--- config.mk ---
export PLATFORM = sky130hd
export DESIGN_NAME = version_string_parse_compare_unit
export DESIGN_NICKNAME = d
export VERILOG_FILES = /design/src/rtl/vspc_pkg.sv /design/src/rtl/vspc_fifo.sv /design/src/rtl/vspc_front.sv /design/src/rtl/vspc_back.sv /design/src/rtl/version_string_parse_compare_unit.sv
export SDC_FILE = /design/constraint.sdc
export NUM_CORES = 1
export LEC_CHECK = 0
export ABC_CLOCK_PERIOD_IN_PS = 31600
export BUFFER_PORTS_ARGS = -buffer_cell sky130_fd_sc_hd__buf_2
export CAP_MARGIN = 30
export CORE_ASPECT_RATIO = 0.5
export CORE_UTILIZATION = 40
export CTS_BUF_LIST = sky130_fd_sc_hd__clkbuf_8
export DETAILED_ROUTE_END_ITERATION = 10
export GPL_TIMING_DRIVEN = 0
export HOLD_SLACK_MARGIN = 0.02
export PLACE_DENSITY = 0.62
export SLEW_MARGIN = 20
export SYNTH_ARGS = -nofsm -noshare
export SYNTH_HDL_FRONTEND = slang
export SYNTH_SLANG_ARGS = --single-unit
--- constraint.sdc ---
create_clock -name clk_i -period 31.6 [get_ports clk_i]
set_clock_uncertainty 0.2 [all_clocks]
set_input_delay 0 -clock clk_i [delete_from_list [all_inputs] [get_ports clk_i]]
set_output_delay 0 -clock clk_i [all_outputs]
set_load 0.02 [all_outputs]
--- src/rtl/vspc_pkg.sv ---
// Shared types and constants for the version string parse/compare unit.
// Used by the front, back and top modules; no dependencies of its own.

package vspc_pkg;

  localparam int unsigned NumW      = 32;
  localparam int unsigned SuffixLen = 8;

  // Fixed separator that sits between the third and the fourth number.
  localparam logic [7:0] SUFFIX_CHARS [SuffixLen] = '{
    8'h2d, 8'h6b, 8'h69, 8'h6d, 8'h63, 8'h68, 8'h69, 8'h2e
  };

  localparam logic [7:0] CH_V    = 8'h76;
  localparam logic [7:0] CH_DOT  = 8'h2e;
  localparam logic [7:0] CH_ZERO = 8'h30;
  localparam logic [7:0] CH_NINE = 8'h39;

  typedef enum logic [2:0] {
    CFG_MAJOR = 3'd0,
    CFG_MINOR = 3'd1,
    CFG_PATCH = 3'd2,
    CFG_BUILD = 3'd3,
    CFG_VALID = 3'd4
  } cfg_idx_e;

  // One classified character as it travels from the front to the back.
  typedef struct packed {
    logic                 last;
    logic                 is_digit;
    logic [3:0]           digit;
    logic                 is_v;
    logic                 is_dot;
    logic [SuffixLen-1:0] sfx_hit;
  } char_class_t;

  typedef struct packed {
    logic [NumW-1:0] major;
    logic [NumW-1:0] minor;
    logic [NumW-1:0] patch;
    logic [NumW-1:0] build;
    logic            valid;
  } inst_cfg_t;

  typedef struct packed {
    logic            ok;
    logic            newer;
    logic [NumW-1:0] major;
    logic [NumW-1:0] minor;
    logic [NumW-1:0] patch;
    logic [NumW-1:0] build;
  } result_t;

endpackage

--- src/rtl/vspc_fifo.sv ---
// Small register-based queue with push/full and pop/empty sides.
// Generic; used between front and back and on the result side.

module vspc_fifo #(
  parameter int unsigned Width = 8,
  parameter int unsigned Depth = 2
) (
  input  logic             clk_i,
  input  logic             rst_ni,
  input  logic             push_i,
  input  logic [Width-1:0] wdata_i,
  output logic             full_o,
  input  logic             pop_i,
  output logic [Width-1:0] rdata_o,
  output logic             empty_o
);

  localparam int unsigned PtrW = (Depth > 1) ? $clog2(Depth) : 1;
  localparam int unsigned CntW = $clog2(Depth + 1);

  logic [Width-1:0] mem_q [Depth];
  logic [PtrW-1:0]  wr_q, wr_d, rd_q, rd_d;
  logic [CntW-1:0]  cnt_q, cnt_d;
  logic             do_push, do_pop;

  assign full_o  = (cnt_q == CntW'(Depth));
  assign empty_o = (cnt_q == '0);
  assign do_push = push_i && !full_o;
  assign do_pop  = pop_i && !empty_o;
  assign rdata_o = mem_q[rd_q];

  always_comb begin
    wr_d  = wr_q;
    rd_d  = rd_q;
    cnt_d = cnt_q;
    if (do_push) begin
      wr_d = (wr_q == PtrW'(Depth - 1)) ? '0 : wr_q + 1'b1;
    end
    if (do_pop) begin
      rd_d = (rd_q == PtrW'(Depth - 1)) ? '0 : rd_q + 1'b1;
    end
    if (do_push && !do_pop) begin
      cnt_d = cnt_q + 1'b1;
    end else if (do_pop && !do_push) begin
      cnt_d = cnt_q - 1'b1;
    end
  end

  always_ff @(posedge clk_i or negedge rst_ni) begin
    if (!rst_ni) begin
      wr_q  <= '0;
      rd_q  <= '0;
      cnt_q <= '0;
    end else begin
      wr_q  <= wr_d;
      rd_q  <= rd_d;
      cnt_q <= cnt_d;
    end
  end

  always_ff @(posedge clk_i) begin
    if (do_push) begin
      mem_q[wr_q] <= wdata_i;
    end
  end

endmodule

--- src/rtl/vspc_front.sv ---
// Front end: classifies each incoming character for the parser.
// Depends on vspc_pkg for the class record and character constants.

module vspc_front (
  input  logic [7:0]             char_code_i,
  input  logic                   last_char_i,
  output vspc_pkg::char_class_t  class_o
);

  always_comb begin
    class_o.last     = last_char_i;
    class_o.is_digit = (char_code_i >= vspc_pkg::CH_ZERO) &&
                       (char_code_i <= vspc_pkg::CH_NINE);
    class_o.digit    = 4'(char_code_i - vspc_pkg::CH_ZERO);
    class_o.is_v     = (char_code_i == vspc_pkg::CH_V);
    class_o.is_dot   = (char_code_i == vspc_pkg::CH_DOT);
    for (int k = 0; k < vspc_pkg::SuffixLen; k++) begin
      class_o.sfx_hit[k] = (char_code_i == vspc_pkg::SUFFIX_CHARS[k]);
    end
  end

endmodule

--- src/rtl/vspc_back.sv ---
// Back end: parse state machine, digit accumulator and the version compare.
// Depends on vspc_pkg; takes classified characters from the front queue.

module vspc_back (
  input  logic                   clk_i,
  input  logic                   rst_ni,
  input  logic                   mid_valid_i,
  input  vspc_pkg::char_class_t  mid_data_i,
  output logic                   mid_pop_o,
  input  vspc_pkg::inst_cfg_t    cfg_i,
  output logic                   out_push_o,
  output vspc_pkg::result_t      result_o,
  input  logic                   out_full_i
);

  typedef enum logic [3:0] {
    PH_START = 4'd0,
    PH_NUM0  = 4'd1,
    PH_NUM1  = 4'd2,
    PH_NUM2  = 4'd3,
    PH_SUF1  = 4'd5,
    PH_SUF2  = 4'd6,
    PH_SUF3  = 4'd7,
    PH_SUF4  = 4'd8,
    PH_SUF5  = 4'd9,
    PH_SUF6  = 4'd10,
    PH_SUF7  = 4'd11,
    PH_NUM3  = 4'd12,
    PH_FAIL  = 4'd13
  } phase_e;

  localparam int unsigned NumW = vspc_pkg::NumW;

  phase_e             phase_q, phase_d, eff;
  logic [NumW-1:0]    acc_q, acc_d;
  logic [1:0]         cnt_q, cnt_d;
  logic               fz_q, fz_d;
  logic [NumW-1:0]    cap_q [3];
  logic [NumW-1:0]    cap_d [3];
  logic               stg_vld_q, stg_vld_d;
  vspc_pkg::result_t  stg_q, stg_d;

  vspc_pkg::char_class_t in;
  logic               stg_ready, take, dig_ok, ok;
  logic [NumW+3:0]    prod;
  logic [1:0]         cap_idx;
  logic [2:0]         sidx;

  always_comb begin
    in        = mid_data_i;
    stg_ready = !stg_vld_q || !out_full_i;
    take      = mid_valid_i && (!in.last || stg_ready);
    eff       = (phase_q == PH_START) ? PH_NUM0 : phase_q;
    prod      = {1'b0, acc_q, 3'b000} + {3'b000, acc_q, 1'b0} + (NumW+4)'(in.digit);
    dig_ok    = !(|prod[NumW+3:NumW]) && !((cnt_q != 2'd0) && fz_q);
    cap_idx   = eff[1:0] - 2'd1;
    sidx      = 3'(eff - 4'd4);

    phase_d   = phase_q;
    acc_d     = acc_q;
    cnt_d     = cnt_q;
    fz_d      = fz_q;
    cap_d     = cap_q;
    stg_vld_d = stg_vld_q;
    stg_d     = stg_q;
    ok        = 1'b0;

    if (stg_vld_q && !out_full_i) begin
      stg_vld_d = 1'b0;
    end

    if (take) begin
      if ((phase_q == PH_START) && in.is_v) begin
        phase_d = PH_NUM0;
      end else begin
        phase_d = eff;
        case (eff)
          PH_NUM0, PH_NUM1, PH_NUM2: begin
            if (in.is_digit) begin
              if (dig_ok) begin
                acc_d = prod[NumW-1:0];
                if (cnt_q == 2'd0) fz_d = (in.digit == 4'd0);
                if (cnt_q != 2'd2) cnt_d = cnt_q + 2'd1;
              end else begin
                phase_d = PH_FAIL;
              end
            end else if (cnt_q == 2'd0) begin
              phase_d = PH_FAIL;
            end else begin
              for (int k = 0; k < 3; k++) begin
                if (cap_idx == 2'(k)) cap_d[k] = acc_q;
              end
              acc_d = '0;
              cnt_d = 2'd0;
              fz_d  = 1'b0;
              if (eff == PH_NUM2) begin
                phase_d = in.sfx_hit[0] ? PH_SUF1 : PH_FAIL;
              end else begin
                phase_d = in.is_dot ? phase_e'(eff + 4'd1) : PH_FAIL;
              end
            end
          end
          PH_SUF1, PH_SUF2, PH_SUF3, PH_SUF4, PH_SUF5, PH_SUF6, PH_SUF7: begin
            if (!in.sfx_hit[sidx]) begin
              phase_d = PH_FAIL;
            end else if (eff == PH_SUF7) begin
              phase_d = PH_NUM3;
            end else begin
              phase_d = phase_e'(eff + 4'd1);
            end
          end
          PH_NUM3: begin
            if (in.is_digit && dig_ok) begin
              acc_d = prod[NumW-1:0];
              if (cnt_q == 2'd0) fz_d = (in.digit == 4'd0);
              if (cnt_q != 2'd2) cnt_d = cnt_q + 2'd1;
            end else begin
              phase_d = PH_FAIL;
            end
          end
          default: begin
            phase_d = PH_FAIL;
          end
        endcase
      end

      // Close out the string: capture the result, then clear the parser.
      if (in.last) begin
        ok          = (phase_d == PH_NUM3) && (cnt_d != 2'd0) && (acc_d != '0);
        stg_vld_d   = 1'b1;
        stg_d.ok    = ok;
        stg_d.newer = 1'b0;
        stg_d.major = ok ? cap_q[0] : '0;
        stg_d.minor = ok ? cap_q[1] : '0;
        stg_d.patch = ok ? cap_q[2] : '0;
        stg_d.build = ok ? acc_d : '0;
        phase_d     = PH_START;
        acc_d       = '0;
        cnt_d       = 2'd0;
        fz_d        = 1'b0;
        for (int k = 0; k < 3; k++) begin
          cap_d[k] = '0;
        end
      end
    end
  end

  assign mid_pop_o  = take;
  assign out_push_o = stg_vld_q && !out_full_i;

  // Lexicographic compare against the installed version.
  always_comb begin
    logic gt0, gt1, gt2, gt3, eq0, eq1, eq2;
    gt0 = stg_q.major > cfg_i.major;
    gt1 = stg_q.minor > cfg_i.minor;
    gt2 = stg_q.patch > cfg_i.patch;
    gt3 = stg_q.build > cfg_i.build;
    eq0 = stg_q.major == cfg_i.major;
    eq1 = stg_q.minor == cfg_i.minor;
    eq2 = stg_q.patch == cfg_i.patch;
    result_o       = stg_q;
    result_o.newer = stg_q.ok && cfg_i.valid &&
                     (gt0 || (eq0 && (gt1 || (eq1 && (gt2 || (eq2 && gt3))))));
  end

  always_ff @(posedge clk_i or negedge rst_ni) begin
    if (!rst_ni) begin
      phase_q   <= PH_START;
      acc_q     <= '0;
      cnt_q     <= 2'd0;
      fz_q      <= 1'b0;
      cap_q     <= '{default: '0};
      stg_vld_q <= 1'b0;
    end else begin
      phase_q   <= phase_d;
      acc_q     <= acc_d;
      cnt_q     <= cnt_d;
      fz_q      <= fz_d;
      cap_q     <= cap_d;
      stg_vld_q <= stg_vld_d;
    end
  end

  always_ff @(posedge clk_i) begin
    stg_q <= stg_d;
  end

endmodule

--- src/rtl/version_string_parse_compare_unit.sv ---
// Top level of the version string parse/compare unit.
// Depends on vspc_pkg, vspc_front, vspc_fifo and vspc_back.
//
// Usage:
//   Characters enter through a queue-style port: an item is taken at a clock
//   edge with push high and full low. last_char_i marks the final character;
//   only that character produces a result. Results leave through a second
//   queue-style port: while empty is low the oldest result sits on the result
//   ports, and it is removed at an edge with pop high.
//   The installed version is loaded through cfg_we_i / cfg_idx_i / cfg_data_i
//   (major, minor, patch, build, valid at indexes 0..4) while the block idles;
//   other indexes are ignored.
// Timing:
//   One character per cycle, sustained while the parser is not held. The parser
//   consumes one character a cycle from a small front queue; the result of a
//   string passes the front queue, then the parse stage, whose compare feeds
//   the result queue directly, and then the result queue before it shows on
//   the result ports.
//   When the receiver stalls, results collect in the result queue, then the
//   parser holds on the next final character and the front queue fills, which
//   raises full. Reset empties both queues, clears the parser and zeroes the
//   installed version.

module version_string_parse_compare_unit #(
  parameter int unsigned MidDepth = 2,
  parameter int unsigned OutDepth = 2
) (
  input  logic        clk_i,
  input  logic        rst_ni,
  input  logic        push,
  output logic        full,
  input  logic [7:0]  char_code_i,
  input  logic        last_char_i,
  output logic        empty,
  input  logic        pop,
  output logic        version_ok_o,
  output logic        is_newer_o,
  output logic [31:0] major_number_o,
  output logic [31:0] minor_number_o,
  output logic [31:0] patch_number_o,
  output logic [31:0] build_number_o,
  input  logic        cfg_we_i,
  input  logic [2:0]  cfg_idx_i,
  input  logic [31:0] cfg_data_i
);

  localparam int unsigned ClassW  = $bits(vspc_pkg::char_class_t);
  localparam int unsigned ResultW = $bits(vspc_pkg::result_t);

  vspc_pkg::inst_cfg_t   cfg_q;
  vspc_pkg::char_class_t front_class, mid_data;
  vspc_pkg::result_t     back_result, out_data;
  logic [ClassW-1:0]     mid_rdata;
  logic [ResultW-1:0]    out_rdata;
  logic                  mid_empty, mid_pop;
  logic                  out_push, out_full;

  always_ff @(posedge clk_i or negedge rst_ni) begin
    if (!rst_ni) begin
      cfg_q <= '0;
    end else if (cfg_we_i) begin
      case (cfg_idx_i)
        vspc_pkg::CFG_MAJOR: cfg_q.major <= cfg_data_i;
        vspc_pkg::CFG_MINOR: cfg_q.minor <= cfg_data_i;
        vspc_pkg::CFG_PATCH: cfg_q.patch <= cfg_data_i;
        vspc_pkg::CFG_BUILD: cfg_q.build <= cfg_data_i;
        vspc_pkg::CFG_VALID: cfg_q.valid <= cfg_data_i[0];
        default: ;
      endcase
    end
  end

  vspc_front u_front (
    .char_code_i (char_code_i),
    .last_char_i (last_char_i),
    .class_o     (front_class)
  );

  vspc_fifo #(
    .Width (ClassW),
    .Depth (MidDepth)
  ) u_mid_fifo (
    .clk_i   (clk_i),
    .rst_ni  (rst_ni),
    .push_i  (push),
    .wdata_i (front_class),
    .full_o  (full),
    .pop_i   (mid_pop),
    .rdata_o (mid_rdata),
    .empty_o (mid_empty)
  );

  assign mid_data = vspc_pkg::char_class_t'(mid_rdata);

  vspc_back u_back (
    .clk_i       (clk_i),
    .rst_ni      (rst_ni),
    .mid_valid_i (!mid_empty),
    .mid_data_i  (mid_data),
    .mid_pop_o   (mid_pop),
    .cfg_i       (cfg_q),
    .out_push_o  (out_push),
    .result_o    (back_result),
    .out_full_i  (out_full)
  );

  vspc_fifo #(
    .Width (ResultW),
    .Depth (OutDepth)
  ) u_out_fifo (
    .clk_i   (clk_i),
    .rst_ni  (rst_ni),
    .push_i  (out_push),
    .wdata_i (back_result),
    .full_o  (out_full),
    .pop_i   (pop),
    .rdata_o (out_rdata),
    .empty_o (empty)
  );

  assign out_data       = vspc_pkg::result_t'(out_rdata);
  assign version_ok_o   = out_data.ok;
  assign is_newer_o     = out_data.newer;
  assign major_number_o = out_data.major;
  assign minor_number_o = out_data.minor;
  assign patch_number_o = out_data.patch;
  assign build_number_o = out_data.build;

  a_out_no_overflow: assert property (@(posedge clk_i) disable iff (!rst_ni)
    out_push |-> !out_full)
    else $error("result pushed into a full result queue");

  a_char_reaches_back: assert property (@(posedge clk_i) disable iff (!rst_ni)
    (push && !full) |=> !mid_empty)
    else $error("accepted request lost before the parser");

  a_newer_needs_ok: assert property (@(posedge clk_i) disable iff (!rst_ni)
    (!empty && is_newer_o) |-> version_ok_o)
    else $error("newer flagged on an invalid version");

  a_fail_zeroes: assert property (@(posedge clk_i) disable iff (!rst_ni)
    (!empty && !version_ok_o) |->
      (major_number_o == '0 && minor_number_o == '0 &&
       patch_number_o == '0 && build_number_o == '0))
    else $error("invalid version carries nonzero numbers");

  a_ok_build_nonzero: assert property (@(posedge clk_i) disable iff (!rst_ni)
    (!empty && version_ok_o) |-> (build_number_o != '0))
    else $error("valid version with zero suffix number");

endmodule

==> results.md <==
- Largest family of logic cells by synthesized area: compound AO/OA/AOI/OAI gates
- Synth-to-layout area growth: 17.75%
- Worst Path Arrival: 7350 ps
- Drt pass-1 iters: 5
- Largest net degree at the start of global routing: 97
- Worst vdd ir: 0.04224 mV
- Leak pwr: 15.60 nW
- Avg WL per Cell: 21.15 um
- RSZ-0062 raised after global routing: no
- Synthesized flop and latch total: 690
- Finished Layout Cells: 4,312
- Vias in the first global route: 22.68k
- PwrDens: 93.27 nW/um^2
- Max Cap Violations: 0
- Initial antenna violation count: 7
- Standard-cell rows: 73
- Final setup fails: 0
- Initial Util: 0.4057
- Post-Syn Instances: 2,707
- GPL Wtd Cong: 0.9085
- Warnings from Yosys: 0
- Post-synth top area cell: edfxtp_1
- Placed Instances: 4,003
- Post-synth net total: 2,953
- All-Layer GR Usage: 0.2216
- Top cell type's share of synthesized area: 0.3871
- Full die area: 82,090 sq um
- Synth cell types: 77
- DIE HEIGHT: 203.1 um
- DR vias/cell: 5.398
- CTS tree: built
- Die X-Extent: 404.2 um
- Final Instance Area: 38,090 sq um
- Initial DRC count: 2,102
- Final nets: 3,377
- Layout fillers: 7,122
- EDFF count, synth: 417
- R2r setup slk: 24,490 ps
- Worst Path Required: 31,850 ps
- Most common cell after layout, fill and taps aside: edfxtp_1
- Pwr Total: 3.553 mW
- Final Max Slew Viols: 0
- Period utilization: 0.2249
- I/O Pins: 181
- CTS root buf: clkbuf_8
- Crit Reg-Reg Endpoint: u_back.result_o[129]$_DFFE_PP_
- Hold path depth: 4
- Hold WC Path Type: input port to register
- Syn Std Cell Area: 32,350 sq um
- Asr flop ratio synth: 0.3957
- Post-synthesis mux area share: 0.06818
- WS Path Type: register to register
- Simple-gate share of the synthesized area: 0.09626
- Xor/xnor share of the synthesized area: 0.01025
- Synth Area in Adders: 0.07665
- Clock latency at the later pin of the worst-skew pair: 720 ps
- Worst Setup SP: u_mid_fifo.rd_q$_DFFE_PN0P_
- Post-synth top flop: edfxtp_1
- CP Capture Type: register
- Post-synthesis sequential area ratio: 0.5982
- Outcome: complete, no violations
- Worst-Margin Slew: 1066 ps
- CTS Sinks: 690
- Placed inst area: 35,030 sq um
- Largest cells by area after synthesis: edfxtp_1, dfrtp_1, ha_1, mux2_2, o21ai_0
- Vias: 23.28k
- H-tree levels: 3
- Footprint of the multi-input gates: 11,870 sq um
- Most frequent cells in the layout: edfxtp_1, nand2_1, dfrtp_1, o21ai_0, buf_2
- Share of layout cells above drive strength 1: 0.1791
- Core box area: 79,740 sq um
- Crit path time final: 7107 ps
- Sequential cell area: 19,350 sq um
- Final TNS setup: 0 ps
- Bufs on Longest Clock Path: 3
- Port bufs: 180
- Avg Inst Size Synth: 11.95 sq um
- Gr ovfl total: 0
- WHS Endpoint: u_mid_fifo.mem_q[0][4]$_DFFE_PP_
- Final wirelength: 91.21 mm
- Hold Crit Start: char_code_i[1]
- DRC: 0
- Synth Area in Compound Gates: 0.1148
- Reg clk slew, reported paths: 70 ps
- First-pass GRT wire length: 137.7 mm
- CP max FO: 10
- Worst R2R Start: u_mid_fifo.rd_q$_DFFE_PN0P_
- Num CTS Buffers: 102
- Critical Path Start Type: register
- Reg2reg path depth: 17
- Hold Vio Cnt, Final: 0
- Slew margin rel.: 0.2783
- Antenna Violating Nets Remaining: 0
- Final HPWL DP: 66.67 mm
- Fmax: 0.1407 GHz
cells by family (layout without fill, tap and decap cells):
group	count (synthesis)	after routing
compound gates	625	625
xor+xnor	37	37
fa+ha+maj	197	197
buf+inv	294	808
flops	690	690
mux	195	195
other cells	0	4
simple gates	669	669
metal layers:
metal / part of all wire / track usage / wire length [um]
met1: 0.46 / 0.3218 / 42020
met2: 0.45 / 0.3450 / 41430
met3: 0.067 / 0.03915 / 6146
met4: 0.018 / 0.05073 / 1620
met5: 0 / 0 / 0
how the worst max path moves through the flow:
stage	end
2_1_floorplan	u_back.result_o[0]$_SDFFCE_PN0P_
3_3_place_gp	u_back.result_o[38]$_SDFFCE_PN0P_
3_5_place_dp	u_back.result_o[129]$_DFFE_PP_
4_1_cts	u_back.result_o[129]$_DFFE_PP_
5_1_grt	u_back.result_o[45]$_SDFFCE_PN0P_
6_report	u_back.result_o[129]$_DFFE_PP_
state kept, by name (all words and copies together), names as in the netlist, 4 cells and up:
signal,cells
u_back.phase_q,4
u_back.result_o,129
u_mid_fifo.mem_q,28
u_back.cap_q,96
u_back.acc_q,32
cfg_q,129
u_out_fifo.mem_q,260
Yosys cell counts (all sizes together), types with 4 or more instances:
| library cell | number |
|---|---|
| a21oi | 193 |
| a21boi | 5 |
| nor3 | 16 |
| clkbuf | 101 |
| edfxtp | 417 |
| nor4 | 13 |
| ha | 195 |
| and4 | 6 |
| xnor2 | 23 |
| nand2b | 13 |
| a31oi | 7 |
| nor3b | 6 |
| a211o | 5 |
| or3 | 4 |
| and2 | 8 |
| o21a | 13 |
| a22o | 32 |
| or2 | 5 |
| mux2 | 173 |
| mux2i | 19 |
| nor2b | 22 |
| a21o | 39 |
| a31o | 4 |
| o21ai | 256 |
| nand3 | 137 |
| nand4 | 36 |
| o21bai | 6 |
| dfrtp | 273 |
| o211ai | 16 |
| buf | 42 |
| or4 | 5 |
| nor2 | 66 |
| xor2 | 14 |
| and3 | 13 |
| nand2 | 313 |
| a211oi | 10 |
| a221oi | 4 |
| inv | 151 |
layout make-up:
cell class | instances | share of cell area
clock buffers | 106 | 0.03830
diodes | 4 | 0.0002628
plain buffers | 143 | 0.01540
inverters | 151 | 0.01488
multi-input cells | 1723 | 0.3115
well taps | 1087 | 0.03570
repair buffers | 320 | 0.06359
clock inverters | 88 | 0.01232
flip-flops and latches | 690 | 0.5080
report_power, final:
group	leakage [nW]	total, mW	internal [mW]	switching, mW
logic	6.94	1.42	0.469	0.954
clock network	1.14	0.691	0.332	0.359
registers	7.53	1.44	1.30	0.135
per-stage QoR:
stage / hold slack [ps] / util / setup WS [ps]
6_report: 75.81 / 0.4777 / 24490
5_1_grt: 67.99 / 0.4777 / 24120
4_1_cts: 20.17 / 0.4776 / 24510
3_5_place_dp: -123.1 / 0.4393 / 24520
3_3_place_gp: -6.209 / 0.4341 / 15570
2_1_floorplan: -495.6 / - / 20460
worst max-delay path, stage by stage, from the launching register on:
cell      delay [ps]
dfrtp_1          330
clkbuf_1         350
clkbuf_1         580
mux2_2           480
fa_1             510
fa_1             470
a21o_1           240
a221oi_4         370
o41a_1           280
nand2_1          160
o311ai_0         890
nand3_1          130
and4b_1          290
a31o_2           160
buf_2            300
clkbuf_1         640
buf_2            360
a21oi_1           90
repair_timing:
item                      4_1_cts  5_1_grt
hold buffers                  111        0
hold endpoints to repair      368        0
buffers inserted                0        0
gates resized for setup         0        0
Note: power is estimated with default switching activity, not from simulation.
